`config.mk`:
```
export PLATFORM = sky130hd
export DESIGN_NAME = dct_coefficient_stego_extractor_core
export DESIGN_NICKNAME = d
export VERILOG_FILES = /design/src/rtl/core/dcse_pkg.sv /design/src/rtl/core/dcse_front.sv /design/src/rtl/core/dcse_queue.sv /design/src/rtl/core/dcse_back.sv /design/src/rtl/core/dct_coefficient_stego_extractor_core.sv
export VERILOG_INCLUDE_DIRS = /design/src /design/src/rtl/core
export SDC_FILE = /design/constraint.sdc
export NUM_CORES = 1
export LEC_CHECK = 0
export CAP_MARGIN = 20
export CORE_ASPECT_RATIO = 1.4
export CORE_MARGIN = 4
export CORE_UTILIZATION = 35
export DETAILED_ROUTE_END_ITERATION = 8
export DONT_BUFFER_PORTS = 1
export GPL_TIMING_DRIVEN = 0
export SLEW_MARGIN = 10
export SYNTH_ARGS = -nofsm -noshare
export SYNTH_HDL_FRONTEND = slang
export SYNTH_SLANG_ARGS = --single-unit
```
`constraint.sdc`:
```
create_clock -name clk -period 6 [get_ports clk]
set_input_delay 0.3 -clock clk [delete_from_list [all_inputs] [get_ports clk]]
set_output_delay 0.3 -clock clk [all_outputs]
set_load 0.01 [all_outputs]
```
`src/rtl/core/dct_coefficient_stego_extractor_core_defines.svh`:
```
// Assertion macros shared by the stego extractor core
`ifndef DCT_COEFFICIENT_STEGO_EXTRACTOR_CORE_DEFINES_SVH
`define DCT_COEFFICIENT_STEGO_EXTRACTOR_CORE_DEFINES_SVH

// Check that cond implies prop in the same cycle
`define DCSE_ASSERT_SAME(label, clk, rst_n, cond, prop) \
    label: assert property (@(posedge clk) disable iff (!rst_n) (cond) |-> (prop)) \
        else $error("dcse assertion failed");

// Check that cond implies prop in the next cycle
`define DCSE_ASSERT_NEXT(label, clk, rst_n, cond, prop) \
    label: assert property (@(posedge clk) disable iff (!rst_n) (cond) |=> (prop)) \
        else $error("dcse assertion failed");

`endif

```
`src/rtl/core/dcse_pkg.sv`:
```
// Shared types, constants and helpers of the stego extractor core
package dcse_pkg;

    localparam int COUNT_WIDTH = 18;
    localparam int SUM_WIDTH   = 19;
    localparam int TARGET_W    = SUM_WIDTH + 2;
    localparam int CMP_W       = (COUNT_WIDTH > TARGET_W) ? COUNT_WIDTH : TARGET_W;

    localparam int QUEUE_DEPTH = 4;
    localparam int QPTR_W      = $clog2(QUEUE_DEPTH);
    localparam int QCNT_W      = $clog2(QUEUE_DEPTH + 1);

    localparam logic CFG_HEADER_THR = 1'b0;
    localparam logic CFG_DATA_THR   = 1'b1;

    localparam logic [2:0] PH_EXP   = 3'd0;
    localparam logic [2:0] PH_BITS  = 3'd1;
    localparam logic [2:0] PH_CLOSE = 3'd2;
    localparam logic [2:0] PH_STUCK = 3'd3;
    localparam logic [2:0] PH_DATA  = 3'd4;
    localparam logic [2:0] PH_DONE  = 3'd5;

    typedef struct packed {
        logic       hdr;
        logic       dat;
        logic       img_end;
        logic [3:0] mag_low;
    } coef_item_t;

    function automatic logic [7:0] pad_byte(input logic [5:0] p, input logic [1:0] n);
        logic [7:0] r;
        case (n)
            2'd1:    r = {p[1:0], 6'b0};
            2'd2:    r = {p[3:0], 4'b0};
            2'd3:    r = {p, 2'b0};
            default: r = 8'h00;
        endcase
        return r;
    endfunction

endpackage

```
`src/rtl/core/dcse_front.sv`:
```
// Front end: magnitude and header/data qualification of each coefficient
module dcse_front
    import dcse_pkg::*;
(
    input  logic signed [11:0] coef_value,
    input  logic [5:0]         coef_position,
    input  logic               image_end,
    input  logic [10:0]        header_thr,
    input  logic [10:0]        data_thr,
    output coef_item_t         item
);

    logic [11:0] mag;
    logic        ac;

    assign mag = coef_value[11] ? (~coef_value + 12'd1) : coef_value;
    assign ac  = (coef_position != 6'd0);

    always_comb
    begin
        item.hdr     = ac && (mag > {1'b0, header_thr});
        item.dat     = ac && (mag > 12'd1) && (mag >= {1'b0, data_thr});
        item.img_end = image_end;
        item.mag_low = mag[3:0];
    end

endmodule

```
`src/rtl/core/dcse_queue.sv`:
```
// Short item queue between the front and back ends
module dcse_queue
    import dcse_pkg::*;
(
    input  logic       clk,
    input  logic       rst_n,
    input  logic       push,
    input  coef_item_t push_item,
    output logic       full,
    input  logic       pop,
    output logic       not_empty,
    output coef_item_t pop_item
);

    coef_item_t         mem_reg [QUEUE_DEPTH];
    logic [QPTR_W-1:0]  wr_ptr_reg, wr_ptr_next;
    logic [QPTR_W-1:0]  rd_ptr_reg, rd_ptr_next;
    logic [QCNT_W-1:0]  count_reg, count_next;

    assign full      = (count_reg == QCNT_W'(QUEUE_DEPTH));
    assign not_empty = (count_reg != '0);
    assign pop_item  = mem_reg[rd_ptr_reg];

    always_comb
    begin
        wr_ptr_next = push ? QPTR_W'(wr_ptr_reg + 1'b1) : wr_ptr_reg;
        rd_ptr_next = pop  ? QPTR_W'(rd_ptr_reg + 1'b1) : rd_ptr_reg;
        count_next  = count_reg;
        if (push && !pop)
        begin
            count_next = count_reg + 1'b1;
        end
        else if (pop && !push)
        begin
            count_next = count_reg - 1'b1;
        end
    end

    always_ff @(posedge clk or negedge rst_n)
    begin
        if (!rst_n)
        begin
            wr_ptr_reg <= '0;
            rd_ptr_reg <= '0;
            count_reg  <= '0;
        end
        else
        begin
            wr_ptr_reg <= wr_ptr_next;
            rd_ptr_reg <= rd_ptr_next;
            count_reg  <= count_next;
        end
    end

    always_ff @(posedge clk)
    begin
        if (push)
        begin
            mem_reg[wr_ptr_reg] <= push_item;
        end
    end

endmodule

```
`src/rtl/core/dcse_back.sv`:
```
// Back end: header/data state machine, symbol packing and output register
module dcse_back
    import dcse_pkg::*;
(
    input  logic       clk,
    input  logic       rst_n,
    input  logic       q_not_empty,
    input  coef_item_t item,
    output logic       pop,
    output logic       msg_valid,
    input  logic       msg_stall,
    output logic [7:0] message_byte,
    output logic       message_last
);

`include "dct_coefficient_stego_extractor_core_defines.svh"

    localparam logic [COUNT_WIDTH-1:0] CMAX = {COUNT_WIDTH{1'b1}};

    logic [2:0]             phase_reg, phase_next;
    logic [3:0]             exp_reg, exp_next;
    logic [SUM_WIDTH-1:0]   sum_reg, sum_next;
    logic [COUNT_WIDTH-1:0] cnt_reg, cnt_next;
    logic [5:0]             partial_reg, partial_next;
    logic [1:0]             nsym_reg, nsym_next;
    logic                   out_valid_reg, out_valid_next;
    logic [7:0]             byte_reg;
    logic                   last_reg;

    logic                   emit;
    logic [7:0]             byte_val;
    logic                   last_val;
    logic [1:0]             sym;
    logic [CMP_W-1:0]       target;

    assign pop          = q_not_empty && (!out_valid_reg || !msg_stall);
    assign msg_valid    = out_valid_reg;
    assign message_byte = byte_reg;
    assign message_last = last_reg;
    assign sym          = item.mag_low[1:0];
    assign target       = CMP_W'({sum_reg, 2'b00});

    always_comb
    begin
        phase_next   = phase_reg;
        exp_next     = exp_reg;
        sum_next     = sum_reg;
        cnt_next     = cnt_reg;
        partial_next = partial_reg;
        nsym_next    = nsym_reg;
        emit         = 1'b0;
        byte_val     = 8'h00;
        last_val     = 1'b0;
        case (phase_reg)
            PH_EXP:
            begin
                if (item.hdr)
                begin
                    exp_next   = item.mag_low;
                    phase_next = PH_BITS;
                end
            end
            PH_BITS:
            begin
                if (item.hdr)
                begin
                    if (item.mag_low[0])
                    begin
                        sum_next = sum_reg + (SUM_WIDTH'(1) << exp_reg);
                    end
                    if (exp_reg == 4'd0)
                    begin
                        phase_next = PH_STUCK;
                    end
                    else
                    begin
                        exp_next = exp_reg - 4'd1;
                        if (exp_reg == 4'd1)
                        begin
                            phase_next = PH_CLOSE;
                        end
                    end
                end
            end
            PH_CLOSE:
            begin
                if (item.hdr)
                begin
                    phase_next = PH_DATA;
                end
            end
            PH_DATA:
            begin
                if (item.dat)
                begin
                    cnt_next = (cnt_reg != CMAX) ? cnt_reg + 1'b1 : cnt_reg;
                    if (nsym_reg == 2'd3)
                    begin
                        emit         = 1'b1;
                        byte_val     = {partial_reg, sym};
                        partial_next = '0;
                        nsym_next    = '0;
                    end
                    else
                    begin
                        partial_next = {partial_reg[3:0], sym};
                        nsym_next    = nsym_reg + 2'd1;
                    end
                    if (CMP_W'(cnt_next) == target)
                    begin
                        phase_next = PH_DONE;
                        if (!emit && nsym_next != 2'd0)
                        begin
                            emit     = 1'b1;
                            byte_val = pad_byte(partial_next, nsym_next);
                        end
                        last_val     = 1'b1;
                        partial_next = '0;
                        nsym_next    = '0;
                    end
                end
            end
            default:
            begin
            end
        endcase
        if (item.img_end)
        begin
            if (!emit && nsym_next != 2'd0)
            begin
                emit     = 1'b1;
                byte_val = pad_byte(partial_next, nsym_next);
            end
            last_val     = 1'b1;
            phase_next   = PH_EXP;
            exp_next     = '0;
            sum_next     = '0;
            cnt_next     = '0;
            partial_next = '0;
            nsym_next    = '0;
        end
    end

    always_comb
    begin
        out_valid_next = out_valid_reg;
        if (pop)
        begin
            out_valid_next = emit;
        end
        else if (!msg_stall)
        begin
            out_valid_next = 1'b0;
        end
    end

    always_ff @(posedge clk or negedge rst_n)
    begin
        if (!rst_n)
        begin
            phase_reg     <= PH_EXP;
            exp_reg       <= '0;
            sum_reg       <= '0;
            cnt_reg       <= '0;
            partial_reg   <= '0;
            nsym_reg      <= '0;
            out_valid_reg <= 1'b0;
        end
        else
        begin
            out_valid_reg <= out_valid_next;
            if (pop)
            begin
                phase_reg   <= phase_next;
                exp_reg     <= exp_next;
                sum_reg     <= sum_next;
                cnt_reg     <= cnt_next;
                partial_reg <= partial_next;
                nsym_reg    <= nsym_next;
            end
        end
    end

    always_ff @(posedge clk)
    begin
        if (pop && emit)
        begin
            byte_reg <= byte_val;
            last_reg <= last_val;
        end
    end

    `DCSE_ASSERT_SAME(a_pop_slot_free, clk, rst_n, pop, (!out_valid_reg || !msg_stall))
    `DCSE_ASSERT_SAME(a_no_pending_outside_data, clk, rst_n, (phase_reg != PH_DATA), (nsym_reg == 2'd0 && partial_reg == 6'd0))
    `DCSE_ASSERT_NEXT(a_image_end_clears, clk, rst_n, (pop && item.img_end), (phase_reg == PH_EXP && sum_reg == '0 && cnt_reg == '0))

endmodule

```
`src/rtl/core/dct_coefficient_stego_extractor_core.sv`:
```
// Top level of the DCT coefficient stego extractor core
//
//  channel | signals                                        | direction
//  --------+------------------------------------------------+----------
//  coef    | coef_valid, coef_stall, coef_value,            | in
//          | coef_position, image_end                       |
//  msg     | msg_valid, msg_stall, message_byte,            | out
//          | message_last                                   |
//  cfg     | cfg_valid, cfg_ready, cfg_index, cfg_data      | in
//
// One coefficient in and one queued item retired per cycle, each while its stall is low.
// An accepted coefficient is written into the item queue, then its byte into the output register.
// coef_stall rises only when the four-entry item queue is full.
// msg_stall holds the output register and, once the queue fills, backs up into coef.
// rst_n clears the queue and the decoder state and sets the thresholds to 15 and 4 at once.
module dct_coefficient_stego_extractor_core
    import dcse_pkg::*;
(
    input  logic               clk,
    input  logic               rst_n,
    input  logic               coef_valid,
    output logic               coef_stall,
    input  logic signed [11:0] coef_value,
    input  logic [5:0]         coef_position,
    input  logic               image_end,
    output logic               msg_valid,
    input  logic               msg_stall,
    output logic [7:0]         message_byte,
    output logic               message_last,
    input  logic               cfg_valid,
    output logic               cfg_ready,
    input  logic               cfg_index,
    input  logic [10:0]        cfg_data
);

    logic [10:0] header_thr_reg;
    logic [10:0] data_thr_reg;
    coef_item_t  front_item;
    coef_item_t  back_item;
    logic        q_full;
    logic        q_not_empty;
    logic        q_pop;
    logic        q_push;

    assign cfg_ready  = 1'b1;
    assign coef_stall = q_full;
    assign q_push     = coef_valid && !q_full;

    always_ff @(posedge clk or negedge rst_n)
    begin
        if (!rst_n)
        begin
            header_thr_reg <= 11'd15;
            data_thr_reg   <= 11'd4;
        end
        else if (cfg_valid && cfg_ready)
        begin
            case (cfg_index)
                CFG_HEADER_THR: header_thr_reg <= cfg_data;
                CFG_DATA_THR:   data_thr_reg   <= cfg_data;
                default:        header_thr_reg <= header_thr_reg;
            endcase
        end
    end

    dcse_front u_front (
        .coef_value    (coef_value),
        .coef_position (coef_position),
        .image_end     (image_end),
        .header_thr    (header_thr_reg),
        .data_thr      (data_thr_reg),
        .item          (front_item)
    );

    dcse_queue u_queue (
        .clk       (clk),
        .rst_n     (rst_n),
        .push      (q_push),
        .push_item (front_item),
        .full      (q_full),
        .pop       (q_pop),
        .not_empty (q_not_empty),
        .pop_item  (back_item)
    );

    dcse_back u_back (
        .clk          (clk),
        .rst_n        (rst_n),
        .q_not_empty  (q_not_empty),
        .item         (back_item),
        .pop          (q_pop),
        .msg_valid    (msg_valid),
        .msg_stall    (msg_stall),
        .message_byte (message_byte),
        .message_last (message_last)
    );

endmodule
```
==> results.txt, run 1 <==
The tools report the final routed wirelength across all metal layers as 21500 um. After synthesis, the netlist uses 90 different library cells. The run gives 0 as the total number of yosys warnings. For the remaining max-slew budget at the tightest pin, the log shows 34.4%. Routability-driven placement finished with a final weighted congestion of 0.946. The total clock sinks came out at 119. STA puts the critical path data required time at 6.04 ns. The max-capacitance violation count is 0, and the count of unresolved DRC violations after routing is 0. The worst hold path terminates at header_thr_reg[2]. The worst-case reg-to-reg path depth is 14, and the largest net degree at the start of global routing is 83. The number of global-route vias before repair came out at 6763. Timing analysis after detailed placement gives a worst setup slack of 1.61 ns. The die is 190 um tall.

The source of the worst register-to-register timing path was u_back.cnt_reg[0]. The initial antenna violation count was 0. The floorplan has 66 rows. Counting flops with a built-in enable in the synthesized netlist gives 37. STA classifies the critical path endpoint as a flip-flop. The flip-flop count of the largest register after layout works out to 28. The reg-to-reg critical path endpoint is u_back.message_byte[0]. The sum of negative setup slack came out at 0 ns.

Setup violations remaining at the end of the flow were counted as 0. For this run, the leading register cell type out of synthesis is sky130_fd_sc_hd__dfrtp_1. The largest vdd supply drop is 225 uV. After global routing the overflow that remains totals 0.

The port buffer count was 0; the maximum buffer depth of the clock tree was 2. Maximum fanout count along the critical path: 10. The initial utilization of the core area, before any placement, comes to 35.7%. Setup slack closes at 1.57 ns. The wire length per cell was 17.6 um. The core outline area was 23300 sq um.

For the summed instance area of the synthesized netlist, the log shows 8310 sq um. The die covers 26300 sq um. Between clock sinks in the finished design, the worst skew comes to 0.00801 ns. The library cell contributing the largest single delay on the critical path is sky130_fd_sc_hd__nor4_1. The gate count after technology mapping is 873, and the static leakage is 0.00387 uW.

Each instance of the synthesized netlist takes up on average 9.51 sq um. The antenna cell count came out at 0. In this run the most critical hold path is launched from cfg_data[2]. The total number of H-tree levels is 4, and the maximum clock frequency is 226 MHz. The post-route clock period utilization was 73.8%. Summed over all nets, the half-perimeter wirelength after detailed placement is 15700 um.

At the worst endpoint, the arrival time is 4.47 ns. At the later pin of the worst-skew pair, clock insertion delay measures 0.42 ns. Number of buffers created by CTS: 17. Clock-pin slew of the registers on the worst-case setup and hold paths: 0.05 ns. Of the cells placed in the final design, the portion with a size suffix greater than 1 is 11.6%. For this run, asynchronously set or reset flops after synthesis account for 68.9%.

The worst setup path is launched from a flip-flop. At the pin with the least slew margin, the transition time is 0.973 ns. The sequential element share of the synthesized area was 38.2%; the flip-flop and latch count after synthesis was 119. The tools report the root buffer selected by CTS as sky130_fd_sc_hd__clkbuf_16. Post-CTS repair changed the size of 0 cells. For the count of final hold-check violations, the log shows 0. The type of the worst min-delay path was input port to flip-flop. Via count: 6850. Including well taps, the total number of placed cells is 1179. Setup repair after global routing left no endpoint under its margin. The worst hold path stage count works out to 2. TritonCTS built the clock tree. The largest single stage delay on the critical path is 0.64 ns. The number of vias per cell was 5.60. The utilization after layout is 40.6%, and the net total in the final layout is 997.

The signal on the critical path passes through ha_1, buf_4, inv_1, nor4_1, o32ai_1, nor4_1, and4_1, nand3_1, and4b_4, buf_6, buf_6, mux2i_1, a21oi_1, nor2_1. Once layout is complete, the cells apart from fillers number 1223. In this run the remaining antenna-violating nets after routing total 0. The hold slack is 0.0153 ns.

Final-report max-slew violation count: 0. The post-CTS setup buffer count is 0, and the clock period minus worst slack is 4.43 ns. The global-route wire length before repair is 35500 um, and the number of nets produced by synthesis is 966. The tools report the register-to-register setup slack as 1.57 ns.

Power spread over the standard cell area amounts to 377 nW/um^2. For the number of search-and-repair iterations in the first detailed-routing pass, the log shows 5. Pin placement for this block handled 48 I/O pins. The tools report the global router's overall resource usage as 16.6%. The worst setup path is of the flip-flop to flip-flop kind. Compared with the post-synthesis result, the final layout area differs by 13.8%. The flow ran to the end, and the final reports show no timing, DRC or antenna violations.

In this run, the number of DRC markers left after iteration 0 of detailed routing was 410. The horizontal die dimension works out to 138 um.
how the worst max path moves through the flow:
| stage | from | end | slack [ns] | cells after the start |
|---|---|---|---|---|
| 6_report | u_back.cnt_reg[0] | u_back.message_byte[0] | 1.57 | 14 |
| 5_1_grt | u_back.cnt_reg[0] | u_back.message_last | 1.36 | 14 |
| 4_1_cts | u_back.cnt_reg[0] | u_back.message_byte[0] | 1.59 | 14 |
| 2_1_floorplan | u_back.exp_reg[0] | u_back.sum_reg[18] | 2.45 | 15 |
| 3_3_place_gp | u_back.cnt_reg[0] | u_back.message_byte[0] | 1.64 | 14 |
| 3_5_place_dp | u_back.cnt_reg[0] | u_back.message_byte[0] | 1.61 | 14 |
stage by stage:
stage	area (sq um)	total power, uW
finish	9450	3560
global route	9450	3810
CTS	9450	3600
detailed placement	8690	2470
global placement	8690	2450
floorplan	8310	2100
critical path: cells and delay by family, from the launching register on:
kind,cells,cell delay [ns]
compound gates,2,0.23
fa+ha+maj,1,0.19
buf+inv,4,0.57
flops,1,0.45
mux,1,0.18
simple gates,6,2.40
layout make-up:
class | instances | area [sq um]
Fill cell | 2344 | 13800
Multi-Input combinational cell | 658 | 4670
Sequential cell | 119 | 3170
Clock buffer | 20 | 447
Tap cell | 306 | 383
Buffer | 44 | 274
Inverter | 52 | 195
Clock inverter | 12 | 176
Timing Repair Buffer | 12 | 138
repair_timing:
item	in CTS	in global routing
hold buffers	12	0
endpoints found under the setup margin	0	0
endpoints found under the hold margin	98	0
power breakdown:
part / internal (uW) / switching [uW] / total [uW]
registers: 1000 / 106 / 1110
clock network: 706 / 378 / 1080
logic: 524 / 847 / 1370
total: 2230 / 1330 / 3560
synth_stat cells, types with 6 or more instances:
| master | count | share of area (%) |
|---|---|---|
| sky130_fd_sc_hd__nand2_1 | 76 | 3.4 |
| sky130_fd_sc_hd__nor3_1 | 16 | 0.96 |
| sky130_fd_sc_hd__nand4_1 | 10 | 0.75 |
| sky130_fd_sc_hd__mux2_2 | 18 | 2.4 |
| sky130_fd_sc_hd__clkbuf_1 | 23 | 1.0 |
| sky130_fd_sc_hd__mux4_2 | 7 | 1.9 |
| sky130_fd_sc_hd__inv_1 | 51 | 2.3 |
| sky130_fd_sc_hd__a22o_1 | 8 | 0.84 |
| sky130_fd_sc_hd__o22ai_1 | 11 | 0.83 |
| sky130_fd_sc_hd__nand2b_1 | 10 | 0.75 |
| sky130_fd_sc_hd__xor2_1 | 13 | 1.4 |
| sky130_fd_sc_hd__nor2b_1 | 14 | 1.1 |
| sky130_fd_sc_hd__xnor2_1 | 27 | 2.8 |
| sky130_fd_sc_hd__mux2i_1 | 9 | 1.1 |
| sky130_fd_sc_hd__nand3_1 | 23 | 1.4 |
| sky130_fd_sc_hd__o21a_1 | 7 | 0.63 |
| sky130_fd_sc_hd__ha_1 | 55 | 8.3 |
| sky130_fd_sc_hd__o21ai_0 | 72 | 4.3 |
| sky130_fd_sc_hd__a21o_1 | 11 | 0.99 |
| sky130_fd_sc_hd__dfrtp_1 | 77 | 23 |
| sky130_fd_sc_hd__and3_1 | 11 | 0.83 |
| sky130_fd_sc_hd__or3_1 | 7 | 0.53 |
| sky130_fd_sc_hd__nor2_1 | 54 | 2.4 |
| sky130_fd_sc_hd__a211oi_1 | 7 | 0.63 |
| sky130_fd_sc_hd__and2_1 | 24 | 1.8 |
| sky130_fd_sc_hd__a31oi_1 | 6 | 0.45 |
| sky130_fd_sc_hd__a2111oi_0 | 6 | 0.63 |
| sky130_fd_sc_hd__a21oi_1 | 36 | 2.2 |
| sky130_fd_sc_hd__o31ai_1 | 15 | 1.4 |
| sky130_fd_sc_hd__edfxtp_1 | 37 | 13 |
logic make-up after synthesis:
logic type | count (synthesis) | synth area share (%)
AO/OA/AOI/OAI | 232 | 18.4
XOR/XNOR | 40 | 4.22
adder cells (fa/ha/maj) | 58 | 8.89
buffers and inverters | 96 | 5.65
flip-flops | 119 | 38.2
multiplexers | 34 | 5.42
other | 1 | 0.0452
AND/OR/NAND/NOR | 293 | 19.2
metal layers:
metal  track usage, %  up-vias  routed length, um  share of wire (%)
met1             20.1     3287               8940                 42
met2             27.9      221              10500                 49
met5                0        -                  0                  0
met4             8.40        0               1020                4.7
met3             3.29       72               1060                4.9
li1                 -     3270                  -                  -
cell usage in the layout (no fill, tap or decap), types with 24 or more instances in the layout:
master,instances
sky130_fd_sc_hd__clkbuf_1,25
sky130_fd_sc_hd__inv_1,51
sky130_fd_sc_hd__o21ai_0,72
sky130_fd_sc_hd__edfxtp_1,37
sky130_fd_sc_hd__dfrtp_1,77
sky130_fd_sc_hd__a21oi_1,36
sky130_fd_sc_hd__nor2_1,54
sky130_fd_sc_hd__nand2_1,76
sky130_fd_sc_hd__and2_1,24
sky130_fd_sc_hd__ha_1,55
sky130_fd_sc_hd__xnor2_1,27
Power figures use the tool's default switching activity.
==> run 2, diff against run 1 <==
Clock period 6 ns to 3.8 ns, I/O delays scaled along.
==> results.txt, run 2 (synthesized netlist as in run 1, its figures left out) <==
The clock period could shrink to 3.69 ns. The startpoint identified for the worst hold timing path is cfg_index. The power density normalized to cell area was 583 nW/um^2; the count of endpoints failing setup in the final report was 0. TritonCTS created 17 clock buffers. The core outline area came out at 23300 sq um.

The analysis attributes to cell leakage a power of 0.00402 uW. The critical path goes through buf_2, nand4_1, buf_4, nor2_4, a31oi_4, mux2_2, nor4_1, nand3_1, and4b_4, buf_6, buf_6, mux2i_1, a21oi_1, nor2_4. For the hold slack, the log shows 0.0254 ns. The tools report the maximum clock frequency as 271 MHz.

The setup check on the worst reg-to-reg path leaves a slack of 0.11 ns. The largest vdd supply drop came out at 361 uV. In the routed layout, each cell is associated on average with a via count of 5.57. For this run, the share of the core covered by cells in the final layout is 42.0%. The chip height works out to 190 um. The logs give 15700 um for the detailed-placement wirelength estimate and 48 for the I/O pin count. The worst register-to-register path ends at u_back.message_byte[0]. The number of buffers and inverters on the critical path is 4. The run gives 35.7% as the effective utilization at floorplan. In the layout the commonest cells are sky130_fd_sc_hd__nand2_1, sky130_fd_sc_hd__o21ai_0, sky130_fd_sc_hd__dfrtp_1.

The horizontal die dimension was 138 um. After clock tree synthesis, the clock-pin slew on the worst setup and hold paths is 0.06 ns. The run gives 6938 as the via count. The tools report the source of the worst register-to-register timing path as u_back.cnt_reg[17]. The number of placement rows came out at 66. Summed over all layers, the global routing overflow is 0. Type of the worst min-delay path: input port to flip-flop. The first global-routing pass estimated 35900 um of wire. The critical path runs through a total of 14 cells. The run finished with clean final reports. The worst-margin pin slew came out at 0.970 ns. For this run, design rule violations remaining after detail routing come to 0. The number of global-route vias before repair is 6859.

The area of the die came out at 26300 sq um. The data required time at the worst endpoint is 3.90 ns, and the clock latency reported for the late side of the worst-skew pair is 0.42 ns. In the global route stage, overall resource usage came out at 16.7%. The worst setup path is captured at a flip-flop.

The category of cells accounting for the largest share of critical-path delay is simple AND/OR/NAND/NOR gates. The logs give 0 for the final-report max-slew violation count and 5700 uW for the total power draw. The run gives -0.594 ns as the setup slack at placement. Wire length per cell: 17.6 um.

The area growth from synthesis to final layout works out to 17.8%. After the first detailed-routing iteration, the DRC count stood at 394. Between clock sinks in the finished design, the worst skew comes to 0.00923 ns. By startpoint and endpoint, the worst setup path is classified as flip-flop to flip-flop.

The run gives 0.108 ns as the final setup slack of the worst path. The slowest stage of the critical path is the sky130_fd_sc_hd__and4b_4 cell. Root buffer selected by CTS: sky130_fd_sc_hd__clkbuf_16. Summed over all layers, the routed wires come to 22000 um. The tool flagged a number of max-cap violations equal to 0.

Of the cells placed in the final design, the portion with a size suffix greater than 1 is 16.2%. Tracing the worst setup path back leads to its startpoint at u_back.cnt_reg[17]. The run gives 0 as the initial antenna violation count. TritonCTS built the clock tree. The remaining antenna violation count after routing is 0. The type of origin of the critical path was a flip-flop.

The tools report the total number of H-tree levels as 4. The run gives 119 as the total clock sinks. The highest cell delay on the worst timing path came out at 0.42 ns. The worst-case reg-to-reg path depth was 14.

Adding up every negative setup slack in the final design gives 0 ns. Before antenna repair, the detailed router went through 5 iterations. During placement, the flow inserted port buffers numbering 0. Flip-flop count of the largest register after layout: 28. The worst setup path endpoint was u_back.message_byte[0]. 0 antenna diodes ended up in the layout.

The tools report the arrival time at the worst endpoint as 3.79 ns. Count of final hold-check violations: 0. Leaving out fill and tap cells, the most frequent cell in the layout is sky130_fd_sc_hd__nand2_1.

Routability-driven placement finished with a final weighted congestion of 0.946. The longest clock path from root to sink contains 2 buffers. Entering global routing, the biggest net connects 83 pins. The logs give 34.7% for the remaining max-slew budget at the tightest pin and 1020 for the net total in the final layout. The final critical path takes up 97.2% of the cycle. The maximum fanout count along the critical path came out at 10.
[run 2: cell count changes in the layout (fill, tap and decap cells not counted), sizes merged]
cell         before  now
buf              16   34
dlygate4sd3      12   17
clkbuf           48   47
nor2             56   57
[run 2: how the worst min path moves through the flow]
stage,slack (ns),cells after the start,endpoint
floorplan,-0.11,0,data_thr_reg[0]
global placement,-0.10,0,u_back.partial_reg[3]
detailed placement,-0.10,0,u_back.msg_valid
CTS,0.005,2,data_thr_reg[10]
global route,0.04,2,data_thr_reg[10]
finish,0.03,2,data_thr_reg[10]
[run 2: metrics by stage]
stage	instances	instance area (sq um)
finish	1246	9790
global route	1246	9790
global placement	1179	8690
floorplan	873	8310
detailed placement	1179	8690
CTS	1232	9600
[run 2: report_power, final]
group          internal, uW  switching [uW]  leakage [uW]
logic                   865            1360       0.00232
clock network          1110             596      0.000300
registers              1590             179       0.00140
[run 2: metal layers]
layer / GRT usage, % / share of wire [%] / up-vias
met3: 3.21 / 4.4 / 78
met5: 0 / 0 / -
met2: 28.2 / 49 / 214
met1: 20.3 / 42 / 3324
li1: - / - / 3322
met4: 8.82 / 5.0 / 0
[run 2: cell type report]
class                   instances  area, sq um
well taps                     306          383
plain buffers                  43          272
fillers                      2307        13500
repair buffers                 35          323
multi-input cells             659         4810
flip-flops and latches        119         3180
inverters                      52          195
clock inverters                12          176
clock buffers                  20          447
[run 2: timing repair]
action,in CTS,in global routing
hold buffers,17,0
hold endpoints to repair,113,0
setup buffers,3,15
pin swaps,5,14
gates resized for setup,16,24
gates cloned,1,0
endpoints found under the setup margin,14,15
==> run 3, diff against run 2 <==
Settings changed: PLACE_DENSITY from default to 0.55.
==> results.txt, run 3 (synthesized netlist as in run 1, its figures left out) <==
The flow ran to the end, and the final reports show no timing, DRC or antenna violations. The run gives 0 as the remaining antenna violation count after routing. The layout has 2306 filler cells.

The core outline area is 23300 sq um. From bottom edge to top edge, the die measures 190 um. After detailed placement, the total cell area comes to 8690 sq um. In the final design database the tool counted 1021 nets. For this configuration, the core starts out at a cell density of 35.7%.

OpenSTA, run right after detailed placement, puts the worst setup slack at -0.666 ns. On the worst path, the slowest cell contributes a delay of 0.51 ns. The count of unresolved DRC violations after routing came out at 0.

In this run the deepest clock path goes through 2 buffers. The largest vdd supply drop is 329 uV. The floorplan has 66 rows. At the end of routability-driven placement, the weighted congestion stood at 0.899. The run gives 17 as the number of buffers created by CTS. The initial antenna violation count is 0.

STA classifies the critical path endpoint as a flip-flop. The routed design has 22200 um of wire. From left edge to right edge, the die measures 138 um. The count of final hold-check violations was 0. The root buffer selected by CTS was sky130_fd_sc_hd__clkbuf_16. The number of buffer and inverter stages on the critical path is 3, and the detailed-placement wirelength estimate is 16100 um.

For the number of global-route vias before repair, the log shows 6927. On the critical path, the stage with the largest delay is an instance of sky130_fd_sc_hd__dfrtp_1. The flip-flop count of the largest register after layout works out to 28. The library cell used most frequently in the layout, excluding fill and tap cells, is sky130_fd_sc_hd__nand2_1.

At the later pin of the worst-skew pair, clock insertion delay measures 0.43 ns. After routing the design area is 9790 sq um. Global routing consumed, over all layers together, 16.9% of the routing resources. Entering global routing, the biggest net connects 83 pins.

For the final global-route overflow total, the log shows 0. TritonCTS built the clock tree. Data on the critical path arrives at its endpoint at 3.89 ns.

The post-route clock period utilization is 98.4%, and the final setup slack of the worst path is 0.0595 ns. Worst-margin pin slew: 0.982 ns. On the critical path the largest part of the delay comes from simple AND/OR/NAND/NOR gates. The tools report the number of search-and-repair iterations in the first detailed-routing pass as 6. STA classifies the critical path startpoint as a flip-flop.

After clock tree synthesis, the clock-pin slew on the worst setup and hold paths is 0.07 ns. Across the run, the number of max-cap violations was 0. The tools report the hold slack as 0.0780 ns. The die covers 26300 sq um. The sequential cells in the finished layout cover a total of 3170 sq um. The area growth from synthesis to final layout was 17.9%; the final-report max-slew violation count was 0. The logs give 36000 um for the global-route wire length before repair and 42.0% for the utilization after layout. The total clock sinks is 119. The tightest min-delay check is of the input port to flip-flop type.

The antenna cell count was 0. Headroom to the max-slew limit came out at 34.0%. The port buffer count came out at 0. The number of DRC markers in iteration 0 was 516; the maximum clock frequency was 267 MHz. Final worst clock skew: 0.0135 ns. The count of placed standard cells in the final layout, fillers left out was 1247; the power density normalized to cell area was 575 nW/um^2. The top cell types in the final layout, fill and taps aside, are sky130_fd_sc_hd__nand2_1, sky130_fd_sc_hd__dfrtp_1, sky130_fd_sc_hd__o21ai_0. In the routed layout, each cell is associated on average with a via count of 5.56. In this run the worst path has a maximum fanout of 10.

The critical path is of the flip-flop to flip-flop type. The via count came out at 6929. The critical path goes through nand4_1, nor2_4, a31oi_4, mux2_2, nor4_1, nand3_1, and4b_4, buf_6, buf_6, mux2i_1, a21oi_1, nor2_4, buf_12.

Setup violations remaining at the end of the flow were counted as 0. In this run the count of I/O pins placed on the die edge is 48. The static leakage is 0.00405 uW. At the worst endpoint, the required time is 3.95 ns.

The H-tree was split into 4 levels. The register-to-register setup slack came out at 0.06 ns. In the final layout, the multi-input gates occupy 4800 sq um.

Clock period minus worst slack: 3.74 ns. Once placement completed, the tool counted placed cells totaling 1179. Of the cells placed in the final design, the portion with a size suffix greater than 1 is 15.4%.

After detailed routing, the average wire length per cell comes to 17.8 um.
run 3: worst paths after layout:
| kind | from | endpoint | cells after the start |
|---|---|---|---|
| min in group asynchronous | rst_n | header_thr_reg[5] | 2 |
| max | u_back.cnt_reg[15] | u_back.message_byte[0] | 13 |
| max reg2reg | u_back.cnt_reg[15] | u_back.message_byte[0] | 13 |
| min reg2reg | u_queue.count_reg[2] | u_queue.count_reg[2] | 1 |
| min | cfg_index | header_thr_reg[0] | 2 |
| max in group asynchronous | rst_n | u_back.exp_reg[1] | 2 |
run 3: through the flow:
step	setup TNS (ns)	total power, uW
floorplan	0	3310
global placement	-8.70	3890
detailed placement	-7.58	3910
CTS	0	5660
global route	-0.201	5990
finish	0	5630
run 3: timing repair:
item / 4_1_cts / 5_1_grt
setup endpoints to repair: 16 / 15
pin swaps: 5 / 12
setup buffers: 4 / 15
endpoints found under the hold margin: 113 / 0
resized for setup: 15 / 18
hold buffers: 18 / 0
run 3: final cells by class:
class                      instances  area share (%)
clock buffer                      17            4.35
tap                              306            3.91
inverter                          52            1.99
buffer                            43            2.79
sequential                       119            32.4
clock inverter                    15            1.87
multi-input combinational        658            49.1
timing repair buffer              37            3.60
run 3: power by group:
group          switching (uW)  internal [uW]  total (uW)
clock network             678            997        1670
registers                 175           1590        1760
logic                    1340            854        2200
total                    2200           3440        5630
run 3: routing by layer:
metal,up-vias,track usage (%),routed length [um]
met5,-,0,0
li1,3329,-,-
met2,225,30.5,11300
met1,3303,19.1,8900
met4,0,8.59,1010
met3,72,3.21,1010
